<file path="config.mk">
export PLATFORM = sky130hd
export DESIGN_NAME = lph_front
export DESIGN_NICKNAME = d
export VERILOG_FILES = /design/src/hw/rtl/lph_pkg.sv /design/src/hw/rtl/lph_front.sv
export SDC_FILE = /design/constraint.sdc
export NUM_CORES = 1
export LEC_CHECK = 0
export ABC_AREA = 0
export BUFFER_PORTS_ARGS = -buffer_cell sky130_fd_sc_hd__clkbuf_2
export CAP_MARGIN = 15
export CORE_ASPECT_RATIO = 2
export CORE_MARGIN = 2
export CORE_UTILIZATION = 40
export DETAILED_ROUTE_END_ITERATION = 16
export PLACE_DENSITY = 0.76
export SKIP_CTS_REPAIR_TIMING = 1
export SKIP_LAST_GASP = 1
export SLEW_MARGIN = 20
export SYNTH_ARGS = -nofsm -noshare
export SYNTH_HDL_FRONTEND = slang
export SYNTH_SLANG_ARGS = --single-unit
export TNS_END_PERCENT = 1
</file>
<file path="constraint.sdc">
create_clock -name clk -period 5.8 [get_ports clk]
set_clock_uncertainty 0.1 [all_clocks]
set_input_delay 1.16 -clock clk [delete_from_list [all_inputs] [get_ports clk]]
set_output_delay 1.16 -clock clk [all_outputs]
set_load 0.005 [all_outputs]
</file>
<file path="src/hw/rtl/lph_pkg.sv">
// Shared types and constants for the linear-probing hash map.
// No dependencies.
`timescale 1ns / 1ps
package lph_pkg;
  localparam int TABLE_SIZE = 256;
  localparam int IDX_W      = $clog2(TABLE_SIZE);
  localparam int CNT_W      = $clog2(TABLE_SIZE + 1);
  localparam int KEY_W      = 32;
  localparam int VAL_W      = 32;
  localparam int OUT_W      = 3;

  typedef enum logic [OUT_W-1:0] {
    OUT_MISS     = 3'd0,
    OUT_HIT      = 3'd1,
    OUT_INSERTED = 3'd2,
    OUT_UPDATED  = 3'd3,
    OUT_FULL     = 3'd4
  } outcome_t;

  typedef struct packed {
    logic             insert;
    logic [KEY_W-1:0] key;
    logic [VAL_W-1:0] value;
    logic [IDX_W-1:0] home;
  } item_t;

  typedef struct packed {
    logic  valid;
    logic  full;
  } q_status_t;
endpackage

</file>
<file path="src/hw/rtl/lph_front.sv">
// Front end: takes request transfers, classifies them and computes the home slot.
// Depends on lph_pkg.
`timescale 1ns / 1ps
module lph_front import lph_pkg::*; (
  input  logic             clk,
  input  logic             rst,
  input  logic             req_valid,
  output logic             req_stall,
  input  logic             func,
  input  logic [KEY_W-1:0] key,
  input  logic [VAL_W-1:0] value,
  input  q_status_t        q_status,
  output logic             push,
  output item_t            push_item
);
  logic  held;
  item_t item;

  assign push      = held && !q_status.full;
  assign req_stall = held && q_status.full;
  assign push_item = item;

  always_ff @(posedge clk) begin
    if (rst) begin
      held <= 1'b0;
    end else begin
      if (req_valid && !req_stall) begin
        held <= 1'b1;
      end else if (push) begin
        held <= 1'b0;
      end
    end
    if (req_valid && !req_stall) begin
      item.insert <= func;
      item.key    <= key;
      item.value  <= value;
      item.home   <= IDX_W'(key % TABLE_SIZE);
    end
  end
endmodule

</file>
Yosys cells after proc, flatten, opt, wreduce, memory -nomap -nowiden --
Cells that the tools add are included.
Storage, ports and cells: bits in registers 74, input bits 70, output and inout port bits 75, word-level logic and storage cells 13
Cells by class: multiplexer cells 2, reductions and logical operators 6
Operator list (count):
- 1-bit logical AND | 3
- 1-bit zero test | 2
- 1-bit two-way mux | 2
- 2-bit nonzero test | 1

Longest topological paths before layout --
depth after elaboration 4, depth in mapped cells 2, depth with buffers taken out 2

Least setup slack after synthesis --
Ideal clock, no wire load.
kind input port to flip-flop, start point input q_status[0] (netlist bit), end point register item, in the netlist push_item[10] (enable), library setup time 0.436 ns, arrival time 3.001 ns, required time 5.264 ns, setup slack 2.263 ns, cell stages on the path 2, path buffers 0, cells stage by stage and2_4 nor2b_2
Between the ends: word-level cells in the longest chain between the ends 3
RTL lines:
- from (decl) | RTL line lph_front.sv:12 | input q_status_t q_status,
- 1-bit logical AND | RTL line lph_front.sv:20 | assign req_stall = held && q_status.full;
- 1-bit zero test | RTL line lph_front.sv:33 | if (req_valid && !req_stall) begin
- 1-bit logical AND | RTL line lph_front.sv:33
- to (decl) | RTL line lph_front.sv:17 | item_t item;
No other way between the ends. A chain may end at the register's enable or synchronous reset.

Worst setup path in the final report --
start point input q_status[0] (netlist bit), end point output push
Between the ends: word-level cells in the longest chain between the ends 2
RTL lines:
- 1-bit zero test | RTL line lph_front.sv:19 | assign push = held && !q_status.full;
- 1-bit logical AND | RTL line lph_front.sv:19
- to (decl) | RTL line lph_front.sv:13 | output logic push,
No other way between the ends.

==> summary.txt <==
Run status
  • Status: complete, no violations

Synth
  • Syn_nets: 149
  • Post-synth EDFFs: 65
  • XOR/XNOR share of the synthesized area: 0
  • Most frequent cells after synthesis: edfxtp_1 (65), buf_4 (8)
  • Average cell area after synthesis: 26.16 um2
  • Leading post-synthesis cells by cell area: edfxtp_1 (94%), buf_4 (2.9%), dfxtp_1 (0.97%), and2_4 (0.42%), and2b_2 (0.42%)
  • Post-synthesis compound-gate area fraction: 0.002421
  • Area leader, netlist: edfxtp_1
  • Largest family of logic cells by synthesized area: buffers and inverters
  • Sequential-to-total area share from yosys stat: 0.9540
  • Ys flop type: edfxtp_1
  • Post-synthesis cell type count: 8
  • #FFs+latches synth: 66
  • YS warnings: 0
  • Synth Instances: 79
  • Count leader, synth: edfxtp_1
  • Post-synthesis async set-or-reset flop share: 0
  • Synthesized area: 0.002067 mm2
  • Mux cell area share after synthesis: 0
  • Post-synthesis adder-cell area fraction: 0
  • Area share of the largest cell type after synthesis: 0.9443
  • Simple-gate share of the synthesized area: 0.01453

Placed design
  • Final HPWL DP: 3226 um
  • Port bufs: 143
  • Place WS: 2.690 ns
  • Placer Congestion: 0.7061

Timing
  • Unrepaired setup endpoints after global routing: no
  • Final period demand of the worst path: 2.839 ns
  • Total negative slack: 0 ns
  • Fmax: 0.3523 GHz
  • Worst Tran Pin Value: 0.8238 ns
  • Slew Viols, Final: 0
  • Tcrit/Tclk final: 0.4894
  • Worst rel slew slack: 0.4497
  • Setup WS post-layout: 2.961 ns
  • Final Hold Fails: 0
  • Setup violations, final: 0

Power
  • Peak supply drop: 0.2232 mV
  • PD cells: 315.7 mW/mm2
  • Static leakage: 1.340 nW

Critical path
  • RR Endpoint: push_item[8]$_DFFE_PP_
  • Type of the worst setup path: in -> out
  • CP Launch Type: input port
  • R2R setup slack: 3.70 ns
  • Most Frequent Cell on Critical Path: clkbuf_2
  • Slowest CP cell: and2b_2
  • Worst-path fanout max: 3
  • Crit-path max cell delay: 0.21 ns
  • Worst r2r path cells: 3
  • R2R Path Start: held$_SDFFE_PP0P_
  • WP data arrival: 1.58 ns
  • Critical Path RT: 4.54 ns
  • Endpoint class of the critical path: primary output
  • Critical path cell sequence: clkbuf_2 > and2b_2 > clkbuf_2

Clocking
  • Reg clk slew, reported paths: 0.06 ns
  • Num CTS Buffers: 9
  • Clock Sinks: 66
  • CTS root buf: clkbuf_8
  • Clk_lat worst skew: 0.33 ns
  • CTS H-tree depth: 3
  • CTS tree: yes
  • Max Buffers Root-to-Sink: 2

GRT
  • Busiest grt layer: met2
  • Met1 Use GR: 0.1535
  • Total Routing Usage GR: 0.1491
  • First-pass GRT wire length: 5713 um
  • Largest net degree at the start of global routing: 35
  • Antenna violations before repair: 0
  • GRT met3 Usage: 0.1204
  • M2 GR Usage: 0.2015
  • Global route overflow: 0
  • Number of global-route vias before repair: 1234

Route
  • Pre-antenna DRT Iters: 4
  • Routed WL: 4074 um
  • Vias: 1288
  • Residual DRC: 0
  • Drt wl/cell: 14.10 um
  • DRT iter0 DRCs: 10
  • Antenna viol nets, final: 0
  • Drt via density: 4.457

Final layout
  • P&R area growth vs syn: 43.28%
  • Ratio of cells with drive above 1 in the final layout: 0.6883
  • ANT cells: 0
  • Fillcell total: 414
  • # nets final: 296

Hold path
  • Worst Hold End: held$_SDFFE_PP0P_
  • Hold depth: 2
  • Min-delay src: held$_SDFFE_PP0P_
  • Worst min path class: reg -> reg

Floorplanning
  • Top Ports: 145
  • Core area: 0.005046 mm2
  • Die Ht: 105.7 um
  • Die area: 0.005793 mm2
  • Std-Cell Rows: 37
  • Initial Utilization: 0.4096
  • Die X: 54.83 um

Run
  • Max Cap Viol: 0
-- cell families (layout without fill, tap and decap cells) --
| family | Yosys count | after routing |
|---|---|---|
| AOI/OAI and AO/OA | 1 | 1 |
| buffers and inverters | 8 | 160 |
| DFF | 66 | 66 |
| and+or+nand+nor | 4 | 4 |
-- worst max-delay path: cells and delay by family --
family,cells,cell delay [ns]
buf+inv,2,0.21
simple gates,1,0.21
-- stage by stage --
step | power, mW | cells | utilization | hold WS, ns | area [um2]
floorplan | 0.5948 | 79 | - | 0.3668 | 2067
global placement | 0.6434 | 273 | 0.5564 | 0.3888 | 2808
detailed placement | 0.6469 | 273 | 0.5564 | 0.4146 | 2808
CTS | 0.9512 | 289 | 0.5869 | 0.4305 | 2962
global route | 0.9830 | 289 | 0.5869 | 0.4602 | 2962
finish | 0.9349 | 289 | 0.5869 | 0.4215 | 2962
-- layout make-up --
cell class	count	area (um2)	share of cell area
clock buffers	12	135.1	0.04563
multi-input cells	5	40.04	0.01352
flip-flops and latches	66	1972	0.6658
well taps	58	72.57	0.02450
clock inverters	4	18.77	0.006337
repair buffers	144	723.2	0.2442
-- placed cells by master (no fill, tap or decap) --
master    Yosys  final
nor2_1        1      1
clkinv_1      0      1
buf_4         8      1
a21oi_1       1      1
dfxtp_1       1      1
edfxtp_1     65     65
and2b_2       1      1
clkbuf_8      0      9
clkbuf_2      0    143
clkinv_2      0      3
clkbuf_1      0      3
and2_4        1      1
nor2b_4       0      1
-- report_power, final --
group / leakage (nW) / total [mW] / switching (mW) / internal, mW
Sequential: 0.637 / 0.566 / 0.00786 / 0.558
Clock: 0.0816 / 0.300 / 0.149 / 0.152
Combinational: 0.621 / 0.0690 / 0.0327 / 0.0363
-- sequential cells by signal, summed over array words and instances, names as in the netlist --
name and flops:
push_item 65, held 1
-- per-layer routing --
metal	share of wire	wire length (um)	vias up
met2	0.41	1674	140
met4	0.024	98	0
li1	-	-	597
met3	0.22	892	9
met1	0.35	1408	542
met5	0	0	-
-- worst max-delay path by stage --
stage / to / slack (ns) / depth (start not counted) / start
floorplan: push_item[10]$_DFFE_PP_ / 2.26 / 2 / q_status[0]
global placement: push_item[68]$_DFFE_PP_ / 2.77 / 4 / q_status[0]
global route: push_item[63]$_DFFE_PP_ / 2.94 / 4 / q_status[0]
finish: push / 2.96 / 3 / q_status[0]
detailed placement: push_item[18]$_DFFE_PP_ / 2.69 / 4 / q_status[0]
CTS: push / 2.96 / 3 / q_status[0]
No activity file was read; power rests on OpenSTA's default activity.
