$ cat src/hw/rtl/lph_pkg.sv
// Shared types and constants for the linear-probing hash map.
// No dependencies.
`timescale 1ns / 1ps
package lph_pkg;
  localparam int TABLE_SIZE = 256;
  localparam int IDX_W      = $clog2(TABLE_SIZE);
  localparam int CNT_W      = $clog2(TABLE_SIZE + 1);
  localparam int KEY_W      = 32;
  localparam int VAL_W      = 32;
  localparam int OUT_W      = 3;

  typedef enum logic [OUT_W-1:0] {
    OUT_MISS     = 3'd0,
    OUT_HIT      = 3'd1,
    OUT_INSERTED = 3'd2,
    OUT_UPDATED  = 3'd3,
    OUT_FULL     = 3'd4
  } outcome_t;

  typedef struct packed {
    logic             insert;
    logic [KEY_W-1:0] key;
    logic [VAL_W-1:0] value;
    logic [IDX_W-1:0] home;
  } item_t;

  typedef struct packed {
    logic  valid;
    logic  full;
  } q_status_t;
endpackage

$ cat src/hw/rtl/lph_queue.sv
// Two-entry queue between the front end and the probe engine.
// Depends on lph_pkg.
`timescale 1ns / 1ps
module lph_queue import lph_pkg::*; (
  input  logic      clk,
  input  logic      rst,
  input  logic      push,
  input  item_t     push_item,
  input  logic      pop,
  output item_t     head,
  output q_status_t status
);
  item_t       mem [2];
  logic        wr_ptr;
  logic        rd_ptr;
  logic [1:0]  count;

  assign head         = mem[rd_ptr];
  assign status.valid = (count != 2'd0);
  assign status.full  = (count == 2'd2);

  always_ff @(posedge clk) begin
    if (rst) begin
      wr_ptr <= 1'b0;
      rd_ptr <= 1'b0;
      count  <= 2'd0;
    end else begin
      if (push) wr_ptr <= !wr_ptr;
      if (pop) rd_ptr <= !rd_ptr;
      if (push && !pop) count <= count + 2'd1;
      else if (pop && !push) count <= count - 2'd1;
    end
    if (push) mem[wr_ptr] <= push_item;
  end
endmodule

$ cat config.mk
export PLATFORM = sky130hd
export DESIGN_NAME = lph_queue
export DESIGN_NICKNAME = d
export VERILOG_FILES = /design/src/hw/rtl/lph_pkg.sv /design/src/hw/rtl/lph_queue.sv
export SDC_FILE = /design/constraint.sdc
export NUM_CORES = 1
export LEC_CHECK = 0
export BUFFER_PORTS_ARGS = -buffer_cell sky130_fd_sc_hd__buf_2
export CAP_MARGIN = 40
export CORE_MARGIN = 2
export CORE_UTILIZATION = 35
export DETAILED_ROUTE_END_ITERATION = 6
export HOLD_SLACK_MARGIN = 0.15
export PLACE_DENSITY = 0.6
export RECOVER_POWER = 100
export SLEW_MARGIN = 20
export SYNTH_ARGS = -nofsm -noshare
export SYNTH_HDL_FRONTEND = slang
export SYNTH_SLANG_ARGS = --single-unit
$ cat constraint.sdc
create_clock -name clk -period 4.67 [get_ports clk]
set_input_delay 0.2335 -clock clk [delete_from_list [all_inputs] [get_ports clk]]
set_output_delay 0.2335 -clock clk [all_outputs]
set_load 0.05 [all_outputs]
; After elaboration in Yosys (flattened, before gate mapping)
; Memories as Yosys holds them, arrays and structs flattened. A register that Yosys moved wholly into a read port is not among the register bits.
; Cells that the tools add are included.
[word_totals]
elab_cells = 21
ramBits = 146
output_inout_bits = 75
in_bits = 77
memories = 1
ff_bits = 4
[op_classes]
reduce_logical = 8
addsub = 2
eq_ne = 1
mux = 6
[memory_table]
columns = name, words, word_bits, read_ports, rd_ports_with_merged_regs, wr, line_no
row1 = mem, 2, 73, 1, 1, 1, lph_queue.sv:13  ; item_t mem [2];
[ops]
columns = op, count
row1 = $logic_not 1->1, 4
row2 = $mux 1, 4
row3 = $mux 2, 2
row4 = $reduce_bool 2->1, 2
row5 = $add 2x1->2 const B, 1
row6 = $eq 2x2->1 const B, 1
row7 = $logic_and 1x1->1, 2
row8 = $sub 2x1->2 const B, 1

; Logic depth before layout (Yosys ltp)
; Gate-level depths: netlist of the first run.
[depth]
ltp_word = 4
depth_mapped = 5
mapped_depth_nobuf = 5

; Least setup slack after synthesis of the first run
; OpenSTA, ideal clock, no wires.
[synth_timing]
path_type = register -> register
startpoint = reg wr_ptr
endpoint = mem mem[0][0] in the netlist's numbering (enable)
required_ns = 4.157
arrival_ns = 3.569
setup_slack_ns = 0.588
period_less_slack_ns = 4.082
path_stages_with_launch = 2
setup_ns = 0.513
n_path_buf = 0
path_cell_list = dfxtp_1 nor2b_1
[synth_lines]
columns = element, line_no
row1 = from (decl), lph_queue.sv:14  ; logic wr_ptr;
row2 = from (signal assigned), lph_queue.sv:28  ; if (push) wr_ptr <= !wr_ptr;
row3 = to (decl), lph_queue.sv:13
; Straight into the memory's write port.

; Final worst setup path of the first run
[layout_timing]
startpoint = in push
endpoint = mem mem[0][4] in the netlist's numbering (enable)
[layout_between]
elab_chain_cells = 2
[layout_lines]
columns = element, line_no
row1 = from (decl), lph_queue.sv:7  ; input logic push,
row2 = $mux 1, lph_queue.sv:33  ; if (push) mem[wr_ptr] <= push_item;
row3 = $mux 1 (implied by the code), lph_queue.sv:33
; Every way passes these cells.

==> results of run 1 <==
==> worst register-to-register path, delay by kind of cell (launching register included) <==
kind	cells	cell delay, ns
buf+inv	2	1.14
flops	1	0.33
simple gates	1	1.01
==> per-layer routing <==
layer  track usage (%)  wire length, um
met5                 0                0
met4              5.50              147
met3              4.83              654
met2              22.3             5280
met1              15.4             4590
==> where the power goes <==
group / switching, uW / internal [uW] / total, uW
Sequential: 29.1 / 1580 / 1610
Combinational: 399 / 176 / 575
Clock: 492 / 826 / 1320
Total: 921 / 2580 / 3500
==> path summary, 6_finish.rpt <==
path	from	endpoint	cells after the start
worst max-delay path	push	mem[0][4]$_DFFE_PP_	5
worst min-delay path	count[1]$_SDFFE_PP0P_	count[1]$_SDFFE_PP0P_	2
worst max register to register	wr_ptr$_SDFFE_PP0P_	mem[0][4]$_DFFE_PP_	3
worst min register to register	count[1]$_SDFFE_PP0P_	count[1]$_SDFFE_PP0P_	2
==> cells in the mapped netlist, drive strengths merged <==
cell type	n	area [um2]
edfxtp	146	4380
mux2	73	822
buf	8	86.3
dfxtp	5	100
nor2	4	15.0
xnor2	2	17.5
xor2	2	17.5
a21oi	1	5.00
and2	1	6.26
and2b	1	8.76
ha	1	12.5
inv	1	3.75
nor2b	1	6.26
o21ai	1	5.00
or2	1	6.26
or3	1	6.26
==> area by class of cell <==
class / instances / area, um2
inverters: 1 / 3.75
clock buffers: 19 / 433
repair buffers: 232 / 1450
diodes: 1 / 2.50
clock inverters: 11 / 134
multi-input cells: 89 / 928
well taps: 211 / 264
flip-flops and latches: 151 / 4480
fillers: 1326 / 7560
==> flip-flops by register name, summed over array words and instances, names as in the netlist, named ones only <==
signal and flops:
count 2, rd_ptr 1, mem 146, wr_ptr 1
==> logic make-up after synthesis <==
| kind of cell | Yosys count | share of synthesized area (%) |
|---|---|---|
| AOI/OAI and AO/OA | 2 | 0.182 |
| xor gates and xnor gates | 4 | 0.637 |
| adders and majority gates | 1 | 0.227 |
| buffers and inverters | 9 | 1.64 |
| DFF | 151 | 81.5 |
| muxes | 73 | 14.9 |
| and+or+nand+nor | 9 | 0.887 |
==> stage by stage <==
stage	worst slack [ns]	cells	utilization, %	power (uW)
2_1_floorplan	0.588	249	-	2050
5_1_grt	1.21	714	50.4	3640
3_5_place_dp	2.72	607	42.9	2190
4_1_cts	2.41	714	51.6	3560
6_report	1.48	715	50.5	3500
3_3_place_gp	2.45	604	42.3	2170
==> results.cfg, run 1 <==
[critical_path]
worstSetupStartpointType = input port
critical_path_class = in2reg
path_buf_inv = 4
crit_fanout = 42
crit_path_cell_trace = dlygate4sd3_1, clkbuf_1, nor2b_1, buf_16, clkbuf_2
end_kind = flip-flop
reg2reg_slack_ns = 1.76
critPathTopFamily = buffers and inverters
slowest_stage = nor2b_1
cp.arrival_ns = 3.21
max_stage_delay_ns = 1.06
crit_required_ns = 4.69

[final_layout]
layout_commonest_cell = edfxtp_1
area_growth_pct = 39.9
drive_gt1_share_pct = 24.9
nNetsFinal = 570
final_area_um2 = 7700
layout_common_cells = 146 x edfxtp_1, 133 x clkbuf_1, 77 x dlygate4sd3_1

[die]
pin_count = 152
std_cell_rows = 45
die_h_um = 129
core_um2 = 15300
die-area_um2 = 16700
die_w_um = 129
initial_utilization_pct = 36.1

[grt]
overflow = 0
grt_pass1_vias = 3319
antenna_found_initial = 0
grt_use_total_pct = 13.3
grt_max_degree = 49
grt_pass1_wl_mm = 16.5

[clock_network]
cts_tree = done
cts.hold.buffers_added = 77
clock_latency_ns = 0.40
cts_max_path_buffers = 2
clk_pin_slew_ns = 0.06
cts_resized = 0
root_buffer = clkbuf_16
clock-sinks = 151
cts-htree-levels = 4
cts_buffers = 17
cts_setup_buffers = 0

[placement]
io_buffers = 151
postPlaceCellArea_um2 = 6540
hpwl_mm = 6.46
gp_congestion = 0.704

[sta]
finalClockSkew_ns = 0.00565
finalMaxSlewViolations = 26
rsz0062_at_grt = false
period_needed_ns = 3.19
fmax_ghz = 0.313
holdWs_ns = 0.517
worstMarginPinSlew_ns = 1.95
setup_viol = 0
hold_viol = 0
fin_tns_setup_ns = 0
layout_worst_path_cycle_share_pct = 68.4
max_slew_margin_pct = -30.1

[synthesis]
synth_cell_types = 17
synth.yosys.seq_area_share_pct = 81.5
netlist_area_um2 = 5500
ys_warn_count = 0
synthCells = 249
avgSynthCellArea_um2 = 22.1
ys_ff_latch = 151
synth.net_count = 327

[pwr]
power_density_nw_per_um2 = 455
irDropWorstVdd_v = 0.000406
p_leak_uw = 0.00261

[drt]
antenna_left = 0
route.detailed.drc = 0
drt-initial-drc-count = 130
first_pass_iters = 4
vias = 3073
drt-total-wl_mm = 10.7
wire_per_inst_um = 14.9
via_per_inst = 4.30

[min_path]
hold_class = reg2reg

[status]
status = finished, violations left
violations = max-capacitance violations, max-slew violations

[job]
max-cap-violations = 1
Power figures use the tool's default switching activity.
==> inputs of run 2 (changes only) <==
- ABC_AREA: default -> 1
- PLACE_DENSITY: 0.6 -> 0.62
- clock period: 4.67 -> 2.9 ns (I/O delays scaled with it)
==> results.cfg, run 2 <==
[grt]
grt_pass1_vias = 3463
grt_max_degree = 47
overflow = 0
grt_use_total_pct = 12.8
grt_pass1_wl_mm = 17.2
antenna_found_initial = 0

[final_layout]
drive_gt1_share_pct = 26.7
seqCellArea_um2 = 4490
largest_reg_flops = 146
nNetsFinal = 582
reg.largest.list = mem x146, count x2
layout_common_cells = 146 x edfxtp_1, 121 x clkbuf_1, 77 x dlygate4sd3_1
largest-register = mem
area_growth_pct = 36.0
nFillCells = 1495
layout_commonest_cell = edfxtp_1
final_area_um2 = 7950
multi_input_area_um2 = 1180
antennaDiodeCount = 0

[drt]
drt-initial-drc-count = 164
first_pass_iters = 4
via_per_inst = 4.30
met2_length_mm = 5.71
antenna_left = 0
drt-met1-wl_mm = 4.36
drt-total-wl_mm = 11.0
wire_per_inst_um = 14.9
wl_met3_um = 634
top_layer_used = met4
vias = 3172
route.detailed.drc = 0

[synthesis]
synth-edff-count = 146
synth_cell_types = 16
ys_warn_count = 0
synth_top_area_share_pct = 75.0
async_reset_ff_share_pct = 0
synth_top_area_cell = edfxtp_1
synth.net_count = 338
avgSynthCellArea_um2 = 22.5
synth.yosys.seq_area_share_pct = 76.7
yosys-top-cells-area = edfxtp_1 75%, mux2_4 18%, buf_12 2.4%, dfxtp_1 1.7%, inv_1 0.58%
netlist_area_um2 = 5850
synth-main-ff-cell = edfxtp_1
synth_common_cells = 146 x edfxtp_1, 70 x mux2_4, 9 x inv_1, 7 x buf_12
yosysMostFrequentCell = edfxtp_1
ys_ff_latch = 151
synthCells = 260

[critical_path]
crit_path_end = head[65]
r2r_start = wr_ptr$_SDFFE_PP0P_
critical_path_class = reg2out
worstSetupStartpointType = flip-flop
end_kind = output pin
cp.arrival_ns = 2.28
crit_fanout = 22
r2r_end = mem[1][60]$_DFFE_PP_
crit_required_ns = 2.76
rr_worst_depth = 3
reg2reg_slack_ns = 0.57

[sta]
max_slew_margin_pct = -10.1
period_needed_ns = 2.43
fin_tns_setup_ns = 0
finalMaxSlewViolations = 28
holdWs_ns = 0.457
rsz0062_at_grt = false
hold_viol = 0
layout_worst_path_cycle_share_pct = 83.6
finalClockSkew_ns = 0.00525
worst_slack_ns = 0.475
worstMarginPinSlew_ns = 1.65
setup_viol = 0
fmax_ghz = 0.412

[clock_network]
cts-htree-levels = 4
clock_latency_ns = 0.41
cts_tree = done
cts_resized = 0
cts_max_path_buffers = 2
cts_buffers = 17
clk_pin_slew_ns = 0.06
clock-sinks = 151
root_buffer = clkbuf_16

[job]
max-cap-violations = 1

[die]
initial_utilization_pct = 35.5
die_h_um = 133
die-area_um2 = 17800
pin_count = 152
std_cell_rows = 47
core_um2 = 16500
die_w_um = 133

[pwr]
p_leak_uw = 0.00292
power_density_nw_per_um2 = 700
p_total_uw = 5570
irDropWorstVdd_v = 0.000376

[placement]
pre_cts_slack_ns = 1.10
postPlaceCellArea_um2 = 6800
io_buffers = 151
gp_congestion = 0.670
hpwl_mm = 6.74

[min_path]
min_from = push_item[22]
holdPathStages = 2
hold_class = in2reg

[status]
violations = max-capacitance violations, max-slew violations
status = finished, violations left
==> run 2: changes by cell type after synthesis, sizes merged <==
| cell | delta |
|---|---|
| or3 | -1 |
| nor2b | -1 |
| nor2 | +2 |
| nand4 | +1 |
| and2b | -1 |
| and2 | -1 |
| xor2 | -2 |
| inv | +8 |
| nand2 | +6 |
| xnor2 | -1 |
| or2 | -1 |
| nand3 | +1 |
| nor3 | +1 |
==> run 2: cell families after synthesis <==
family	share of synthesized area [%]
fa+ha+maj	0.214
simple gates	1.05
compound gates	0.171
mux	18.6
flops	76.7
xor+xnor	0.150
buf+inv	3.17
==> run 2: worst max-delay path, cell delays in order, from the launching register on <==
cell,delay [ns]
dfxtp_4,0.62
clkbuf_2,0.63
mux2_2,0.40
buf_2,0.21
==> run 2: report_power, final <==
group / switching, uW / total, uW / internal [uW]
clock: 802 / 2050 / 1250
combinational: 614 / 938 / 325
sequential: 45.6 / 2570 / 2530
==> run 2: what timing repair did <==
action | in CTS | in global routing
buffers inserted | 0 | 0
hold buffers | 77 | 0
hold endpoints to repair | 151 | 0
==> run 2: stage by stage <==
stage,cells,util (%)
2_1_floorplan,260,-
3_5_place_dp,628,41.3
6_report,737,48.3
4_1_cts,737,49.3
5_1_grt,737,48.3
3_3_place_gp,628,41.3
==> run 2: metal layers <==
metal / up-vias / track usage [%]
met3: 19 / 4.15
met2: 99 / 22.3
met1: 1559 / 14.1
li1: 1495 / -
met5: - / 0
met4: 0 / 6.38
==> run 2: area by class of cell <==
class / instances / share of cell area (%)
clock buffer: 21 / 5.54
clock inverter: 11 / 1.35
inverter: 9 / 0.441
multi-input combinational: 92 / 14.9
sequential: 151 / 56.5
tap: 220 / 3.46
timing repair buffer: 233 / 17.8
==> run 2: worst min-delay path by stage <==
stage	to
final	mem[0][22]$_DFFE_PP_
after detailed placement	mem[0][33]$_DFFE_PP_
after CTS	mem[1][61]$_DFFE_PP_
after floorplan	flip-flop
after global routing	mem[0][22]$_DFFE_PP_
after global placement	mem[1][34]$_DFFE_PP_
